--- src/sv/dbhr_pkg.sv ---
// Types and constants shared by the button debounce, hold and repeat block.
package dbhr_pkg;

    localparam int NUM_BTN   = 4;
    localparam int BTN_IDX_W = 2;
    localparam int PRESS_W   = 11;
    localparam int HOLD_W    = 15;
    localparam int MASK_W    = 4;
    localparam int CFG_IDX_W = 3;
    localparam int CFG_DATA_W = 11;

    localparam logic [PRESS_W-1:0] PRESS_MAX = '1;
    localparam logic [HOLD_W-1:0]  HOLD_MAX  = 15'd30000;

    // Register indexes of the configuration port
    localparam logic [CFG_IDX_W-1:0] CFG_ACTIVE_HIGH_MASK = 3'd0;
    localparam logic [CFG_IDX_W-1:0] CFG_DEBOUNCE_TICKS   = 3'd1;
    localparam logic [CFG_IDX_W-1:0] CFG_HOLD_TICKS       = 3'd2;
    localparam logic [CFG_IDX_W-1:0] CFG_REPEAT_RELOAD    = 3'd3;
    localparam logic [CFG_IDX_W-1:0] CFG_REPEAT_MASK      = 3'd4;

    typedef struct packed {
        logic [MASK_W-1:0]  active_high_mask;
        logic [PRESS_W-1:0] debounce_ticks;
        logic [PRESS_W-1:0] hold_ticks;
        logic [PRESS_W-1:0] repeat_reload;
        logic [MASK_W-1:0]  repeat_mask;
    } cfg_t;

    typedef struct packed {
        logic [MASK_W-1:0]    release_mask;
        logic [HOLD_W-1:0]    hold_total;
        logic [BTN_IDX_W-1:0] event_button;
        logic                 repeat_push;
        logic                 hold_fire;
        logic                 push_fire;
    } res_t;

    typedef logic [NUM_BTN-1:0][PRESS_W-1:0] press_arr_t;
    typedef logic [NUM_BTN-1:0][HOLD_W-1:0]  hold_arr_t;

endpackage

--- src/sv/dbhr_cfg.sv ---
// Configuration register file for the debounce block.
module dbhr_cfg
    import dbhr_pkg::*;
(
    input  logic                  clk,
    input  logic                  rst_n,
    input  logic                  cfg_valid,
    output logic                  cfg_ready,
    input  logic [CFG_IDX_W-1:0]  cfg_index,
    input  logic [CFG_DATA_W-1:0] cfg_data,
    output cfg_t                  cfg
);

    cfg_t cfg_reg;
    cfg_t cfg_next;

    assign cfg_ready = 1'b1;
    assign cfg       = cfg_reg;

    always_comb
    begin
        cfg_next = cfg_reg;
        if (cfg_valid)
        begin
            case (cfg_index)
                CFG_ACTIVE_HIGH_MASK: cfg_next.active_high_mask = cfg_data[MASK_W-1:0];
                CFG_DEBOUNCE_TICKS:   cfg_next.debounce_ticks   = cfg_data[PRESS_W-1:0];
                CFG_HOLD_TICKS:       cfg_next.hold_ticks       = cfg_data[PRESS_W-1:0];
                CFG_REPEAT_RELOAD:    cfg_next.repeat_reload    = cfg_data[PRESS_W-1:0];
                CFG_REPEAT_MASK:      cfg_next.repeat_mask      = cfg_data[MASK_W-1:0];
                default:              cfg_next = cfg_reg;  // drop unknown index
            endcase
        end
    end

    always_ff @(posedge clk or negedge rst_n)
    begin
        if (!rst_n)
        begin
            cfg_reg.active_high_mask <= 4'd8;
            cfg_reg.debounce_ticks   <= 11'd30;
            cfg_reg.hold_ticks       <= 11'd1500;
            cfg_reg.repeat_reload    <= 11'd1000;
            cfg_reg.repeat_mask      <= 4'd3;
        end
        else
        begin
            cfg_reg <= cfg_next;
        end
    end

endmodule

--- src/sv/dbhr_scan.sv ---
// Priority scan over the buttons: next counter values and the event of one tick.
module dbhr_scan
    import dbhr_pkg::*;
(
    input  cfg_t              cfg,
    input  logic [MASK_W-1:0] levels,
    input  press_arr_t        press_cnt,
    input  hold_arr_t         hold_cnt,
    output press_arr_t        press_next,
    output hold_arr_t         hold_next,
    output res_t              res
);

    logic [NUM_BTN-1:0] pressed;

    assign pressed = ~(levels ^ cfg.active_high_mask);

    always_comb
    begin
        logic               seen;
        logic [PRESS_W-1:0] pc_inc;
        seen       = 1'b0;
        pc_inc     = '0;
        press_next = press_cnt;
        hold_next  = hold_cnt;
        res        = '0;
        for (int i = 0; i < NUM_BTN; i++)
        begin
            // buttons after the first pressed one stay frozen
            if (!seen)
            begin
                if (pressed[i])
                begin
                    seen             = 1'b1;
                    res.event_button = BTN_IDX_W'(i);
                    if (press_cnt[i] != PRESS_MAX)
                    begin
                        pc_inc        = press_cnt[i] + 1'b1;
                        press_next[i] = pc_inc;
                        if (pc_inc == cfg.debounce_ticks)
                        begin
                            res.push_fire = 1'b1;
                        end
                        else if (pc_inc == cfg.hold_ticks)
                        begin
                            res.hold_fire   = 1'b1;
                            res.hold_total  = hold_cnt[i];
                            res.repeat_push = cfg.repeat_mask[i]
                                              && (hold_cnt[i] != HOLD_W'(0))
                                              && (hold_cnt[i] != HOLD_W'(2));
                            hold_next[i]    = (hold_cnt[i] < HOLD_MAX)
                                              ? hold_cnt[i] + 1'b1 : HOLD_MAX;
                            press_next[i]   = cfg.repeat_reload;
                        end
                    end
                end
                else
                begin
                    res.release_mask[i] = (press_cnt[i] > cfg.debounce_ticks);
                    press_next[i]       = '0;
                    hold_next[i]        = '0;
                end
            end
        end
    end

endmodule

--- src/sv/button_debounce_hold_repeat_core.sv ---
// Top level: debounce, hold detection and auto-repeat for four push buttons.
//
// Usage
//   s_axis: one beat per timer tick; tdata[3:0] carries the raw pin level of
//           each button (bit i is button i).
//   m_axis: exactly one result beat per input beat, in order.
//   cfg:    register writes (index, data); always ready. Write only while
//           the block holds no beat in flight.
// Timing
//   A taken beat lands in the input register; once the result register can
//   advance, the buttons are scanned, the press and hold counters update and
//   the result register loads; the result is offered from that register.
//   One beat per cycle is sustained while m_axis_tready stays high: the single
//   scan pass between the two registers sets that figure.
// Reset
//   Counters clear, both registers go empty, configuration takes its
//   defaults (active-high mask 8, debounce 30, hold 1500, reload 1000,
//   repeat mask 3).
// Stall
//   While m_axis_tready is low the result holds and one further beat waits
//   in the input register; s_axis_tready then drops.
module button_debounce_hold_repeat_core
    import dbhr_pkg::*;
(
    input  logic                  clk,
    input  logic                  rst_n,
    input  logic                  s_axis_tvalid,
    output logic                  s_axis_tready,
    input  logic [7:0]            s_axis_tdata,   // [3:0] button_levels, [7:4] zero
    output logic                  m_axis_tvalid,
    input  logic                  m_axis_tready,
    // [0] push_fire, [1] hold_fire, [2] repeat_push, [4:3] event_button,
    // [19:5] hold_total, [23:20] release_mask
    output logic [23:0]           m_axis_tdata,
    input  logic                  cfg_valid,
    output logic                  cfg_ready,
    input  logic [CFG_IDX_W-1:0]  cfg_index,
    input  logic [CFG_DATA_W-1:0] cfg_data
);

    cfg_t              cfg;
    logic              in_valid_reg;
    logic              in_valid_next;
    logic [MASK_W-1:0] levels_reg;
    logic              out_valid_reg;
    logic              out_valid_next;
    res_t              res_reg;
    res_t              res_next;
    press_arr_t        press_cnt_reg;
    press_arr_t        press_cnt_next;
    hold_arr_t         hold_cnt_reg;
    hold_arr_t         hold_cnt_next;
    logic              advance;
    logic              proc;

    dbhr_cfg u_cfg (
        .clk       (clk),
        .rst_n     (rst_n),
        .cfg_valid (cfg_valid),
        .cfg_ready (cfg_ready),
        .cfg_index (cfg_index),
        .cfg_data  (cfg_data),
        .cfg       (cfg)
    );

    dbhr_scan u_scan (
        .cfg        (cfg),
        .levels     (levels_reg),
        .press_cnt  (press_cnt_reg),
        .hold_cnt   (hold_cnt_reg),
        .press_next (press_cnt_next),
        .hold_next  (hold_cnt_next),
        .res        (res_next)
    );

    // advance the result register when it is empty or being taken
    assign advance        = !out_valid_reg || m_axis_tready;
    assign proc           = in_valid_reg && advance;
    assign s_axis_tready  = !in_valid_reg || advance;
    assign in_valid_next  = s_axis_tready ? s_axis_tvalid : in_valid_reg;
    assign out_valid_next = advance ? in_valid_reg : out_valid_reg;

    assign m_axis_tvalid = out_valid_reg;
    assign m_axis_tdata  = res_reg;

    always_ff @(posedge clk or negedge rst_n)
    begin
        if (!rst_n)
        begin
            in_valid_reg  <= 1'b0;
            out_valid_reg <= 1'b0;
            press_cnt_reg <= '0;
            hold_cnt_reg  <= '0;
        end
        else
        begin
            in_valid_reg  <= in_valid_next;
            out_valid_reg <= out_valid_next;
            if (proc)
            begin
                press_cnt_reg <= press_cnt_next;
                hold_cnt_reg  <= hold_cnt_next;
            end
        end
    end

    always_ff @(posedge clk)
    begin
        if (s_axis_tvalid && s_axis_tready)
        begin
            levels_reg <= s_axis_tdata[MASK_W-1:0];
        end
        if (proc)
        begin
            res_reg <= res_next;
        end
    end

    logic hold_over;

    always_comb
    begin
        hold_over = 1'b0;
        for (int i = 0; i < NUM_BTN; i++)
        begin
            hold_over = hold_over || (hold_cnt_reg[i] > HOLD_MAX);
        end
    end

    a_push_hold_excl: assert property (@(posedge clk) disable iff (!rst_n)
        out_valid_reg |-> !(res_reg.push_fire && res_reg.hold_fire))
        else $error("push and hold fired on the same tick");

    a_repeat_needs_hold: assert property (@(posedge clk) disable iff (!rst_n)
        (out_valid_reg && res_reg.repeat_push) |-> res_reg.hold_fire)
        else $error("repeat push without hold event");

    a_hold_total_zero: assert property (@(posedge clk) disable iff (!rst_n)
        (out_valid_reg && !res_reg.hold_fire) |-> (res_reg.hold_total == '0))
        else $error("hold total reported without hold event");

    a_hold_saturates: assert property (@(posedge clk) disable iff (!rst_n)
        !hold_over)
        else $error("hold counter above its ceiling");

    a_state_frozen: assert property (@(posedge clk) disable iff (!rst_n)
        !proc |=> ($stable(press_cnt_reg) && $stable(hold_cnt_reg)))
        else $error("counters changed without a processed beat");

endmodule

--- config.mk ---
export PLATFORM = sky130hd
export DESIGN_NAME = button_debounce_hold_repeat_core
export DESIGN_NICKNAME = d
export VERILOG_FILES = /design/src/sv/dbhr_pkg.sv /design/src/sv/dbhr_cfg.sv /design/src/sv/dbhr_scan.sv /design/src/sv/button_debounce_hold_repeat_core.sv
export SDC_FILE = /design/constraint.sdc
export NUM_CORES = 1
export LEC_CHECK = 0
export ABC_AREA = 1
export BUFFER_PORTS_ARGS = -buffer_cell sky130_fd_sc_hd__buf_2
export CAP_MARGIN = 20
export CORE_MARGIN = 10
export CORE_UTILIZATION = 45
export CTS_CLUSTER_DIAMETER = 200
export DETAILED_ROUTE_END_ITERATION = 12
export GPL_TIMING_DRIVEN = 0
export PLACE_DENSITY = 0.62
export SLEW_MARGIN = 25
export SYNTH_ARGS = -nofsm -noshare
export SYNTH_HDL_FRONTEND = slang
export SYNTH_SLANG_ARGS = --single-unit
--- constraint.sdc ---
create_clock -name clk -period 2.3 [get_ports clk]
set_input_delay 0.23 -clock clk [delete_from_list [all_inputs] [get_ports clk]]
set_output_delay 0.23 -clock clk [all_outputs]
set_load 0.03 [all_outputs]
==> impl_metrics.json <==
{
  "final_cell_mix": "471 x nand2_1, 180 x inv_1, 179 x nand3_1, 108 x dfrtp_1, 107 x nand4_1",
  "yosys.area_share.simple_pct": 37.2,
  "mappedNetlistArea_mm2": 0.0131,
  "worst_pin_slew_ns": 0.853,
  "switchingPower_w": 0.00661,
  "violations": "setup timing",
  "total_power_w": 0.0145,
  "io_buffers": 48,
  "p_comb_share_pct": 45.2,
  "cts_htree_levels": 4,
  "ys_types": 49,
  "totalWireLength_mm": 48.7,
  "ant_nets": 0,
  "slew_headroom_pct": 42.8,
  "dieArea_mm2": 0.0362,
  "async_flop_share_pct": 84.0,
  "synth_top_family_by_area": "simple AND/OR/NAND/NOR gates",
  "gp_congestion": 0.993,
  "p_int_w": 0.00791,
  "largest_reg_flops": 60,
  "endpoint_kind": "register",
  "pwr-share-clk_pct": 20.5,
  "die_y_um": 190,
  "fin_area_mm2": 0.0170,
  "hold_path.class": "in2reg",
  "rsz0062_at_grt": "yes",
  "fillerInstances": 2641,
  "worstPathArrival_ns": 2.77,
  "dp_slack_ns": -0.753,
  "sequentialPowerShare_pct": 34.4,
  "synth_xor_area_share_pct": 2.81,
  "worst_clock_skew_ns": 0.0186,
  "grt_pass1_wl_mm": 73.8,
  "cts.clk_slew.worst_paths_ns": 0.08,
  "grt_use_total_pct": 26.1,
  "cts_inserted_buffers": 17,
  "status": "finished with violations",
  "drive_gt1_share_pct": 26.4,
  "clk_root_buffer_cell": "clkbuf_16",
  "clock_sinks": 175,
  "die_x_um": 190,
  "setup_viol": 123,
  "final_common_cell": "nand2_1",
  "hold_viol": 0,
  "grt_max_degree": 83,
  "required_ns": 2.47,
  "clock_path_buffers": 2,
  "utilization_pct": 59.4,
  "syn_inst": 1888,
  "p_per_area_mw_per_mm2": 855,
  "p_leak_nw": 7.90,
  "post-route-period-util_pct": 113,
  "clock_latency_ns": 0.46,
  "avgSynthCellArea_um2": 6.91,
  "dp_hpwl_mm": 33.4,
  "antenna_found_initial": 0,
  "diodes": 0,
  "first_global_vias": 13000,
  "synth_mux_area_share_pct": 0,
  "fmax_ghz": 0.385,
  "grt_remaining_overflow": 0,
  "drv_slew": 0,
  "drt_iter0_drc": 1625,
  "placed_cell_area_mm2": 0.0138,
  "swShare_pct": 45.5,
  "cts_tree": "yes",
  "seq_area_frac_synth_pct": 34.8,
  "fin_ws_ns": -0.297,
  "drtPass1Iterations": 8,
  "initial_core_util_pct": 45.6,
  "cp_max_fo": 5,
  "syn-num-nets": 1975,
  "area_delta_synth_final_pct": 30.2,
  "period_needed_ns": 2.60,
  "critPathLaunchType": "register",
  "synth-adder-area-share_pct": 5.75,
  "ios": 54,
  "crit_type": "reg2reg",
  "synth_edf_count": 28,
  "coreArea_mm2": 0.0286,
  "wire_per_inst_um": 19.8,
  "remaining_drc_errors": 0,
  "synth_flop_cell": "dfrtp_1",
  "ys_ff_latch": 175,
  "drv_cap": 0,
  "synth_compound_area_share_pct": 10.9,
  "vias": 14200,
  "fin_nets": 2153,
  "row_count": 62,
  "vdd_ir_drop_max_uv": 565,
  "ys_warn_count": 0,
  "viasPerCell": 5.78
}
final timing paths:
check | from | endpoint | slack (ns) | depth (start not counted)
max in group asynchronous | rst_n | u_cfg.cfg[1] | 1.15 | 3
worst max-delay path | u_cfg.cfg[28] | m_axis_tdata[1] | -0.30 | 12
worst min register to register | u_cfg.cfg[0] | u_cfg.cfg[0] | 0.50 | 2
min in group asynchronous | rst_n | press_cnt_reg[28] | 0.30 | 2
worst min-delay path | s_axis_tvalid | in_valid_reg | 0.004 | 3
worst max register to register | u_cfg.cfg[28] | m_axis_tdata[1] | -0.30 | 12
cell type report:
type | instances | area [um2] | area share [%]
inverters | 205 | 825 | 4.85
clock inverters | 15 | 149 | 0.876
clock buffers | 17 | 425 | 2.50
plain buffers | 60 | 539 | 3.17
well taps | 384 | 480 | 2.83
repair buffers | 162 | 1390 | 8.15
flip-flops and latches | 175 | 4570 | 26.9
multi-input cells | 1445 | 8620 | 50.7
kinds of logic (layout without fill, tap and decap cells):
| family | after synthesis | after routing |
|---|---|---|
| other | 1 | 1 |
| AO/OA/AOI/OAI | 256 | 256 |
| XOR/XNOR | 41 | 41 |
| AND/OR/NAND/NOR | 1086 | 1087 |
| flip-flops | 175 | 175 |
| adder cells (fa/ha/maj) | 60 | 60 |
| buffers and inverters | 269 | 459 |
power groups by stage:
stage | Combinational (W) | Clock, W | Sequential [W]
2_1_floorplan | 0.00348 | 0 | 0.00456
3_3_place_gp | 0.00478 | 0 | 0.00486
3_5_place_dp | 0.00486 | 0 | 0.00488
4_1_cts | 0.00582 | 0.00301 | 0.00488
5_1_grt | 0.00719 | 0.00314 | 0.00505
6_report | 0.00656 | 0.00297 | 0.00499
synth_stat cells (10+ instances only):
| cell | instances | share of area (%) |
|---|---|---|
| ha_1 | 60 | 5.8 |
| buf_2 | 23 | 0.88 |
| nor3_1 | 21 | 0.81 |
| nor4_1 | 13 | 0.62 |
| o21ai_0 | 132 | 5.1 |
| xnor2_1 | 10 | 0.67 |
| nor2_1 | 135 | 3.9 |
| a21oi_1 | 57 | 2.2 |
| nand4_1 | 107 | 5.1 |
| inv_1 | 197 | 5.7 |
| o211ai_1 | 17 | 0.98 |
| nand3_1 | 221 | 8.5 |
| edfxtp_1 | 28 | 6.4 |
| xor2_1 | 30 | 2.0 |
| clkbuf_1 | 26 | 0.75 |
| dfrtp_1 | 127 | 24 |
| nand2_1 | 547 | 16 |
| dfstp_2 | 20 | 4.0 |
per-layer routing:
| metal | track usage [%] | wire [um] |
|---|---|---|
| met1 | 37.3 | 21200 |
| met2 | 39.3 | 21100 |
| met3 | 4.61 | 4840 |
| met4 | 8.09 | 1610 |
| met5 | 0 | 0 |
repair_timing:
action / CTS / global route
buffers inserted: 70 / 23
gates resized for setup: 268 / 231
endpoints found under the hold margin: 51 / 0
setup endpoints to repair: 126 / 126
cloned: 12 / 5
pin swaps: 74 / 73
hold buffers: 5 / 0
through the flow:
step / cells / TNS [ns] / hold slack (ns)
6_report: 2463 / -18.72 / 0.00438
5_1_grt: 2463 / -30.53 / 0.0441
4_1_cts: 2437 / -11.44 / 0.00145
3_5_place_dp: 2321 / -62.11 / 0.211
3_3_place_gp: 2320 / -252.07 / 0.409
2_1_floorplan: 1888 / 0 / -0.0656
critical path: stages (launching register included):
cell	delay, ns
dfstp_2	0.62
clkinvlp_4	0.20
buf_12	0.19
xor2_1	0.16
nor2_1	0.14
nand3_1	0.14
nor2_4	0.15
nand3_4	0.16
nand2_4	0.18
inv_6	0.07
buf_8	0.14
nand2_1	0.06
nand4_1	0.11
Power figures use the tool's default switching activity.
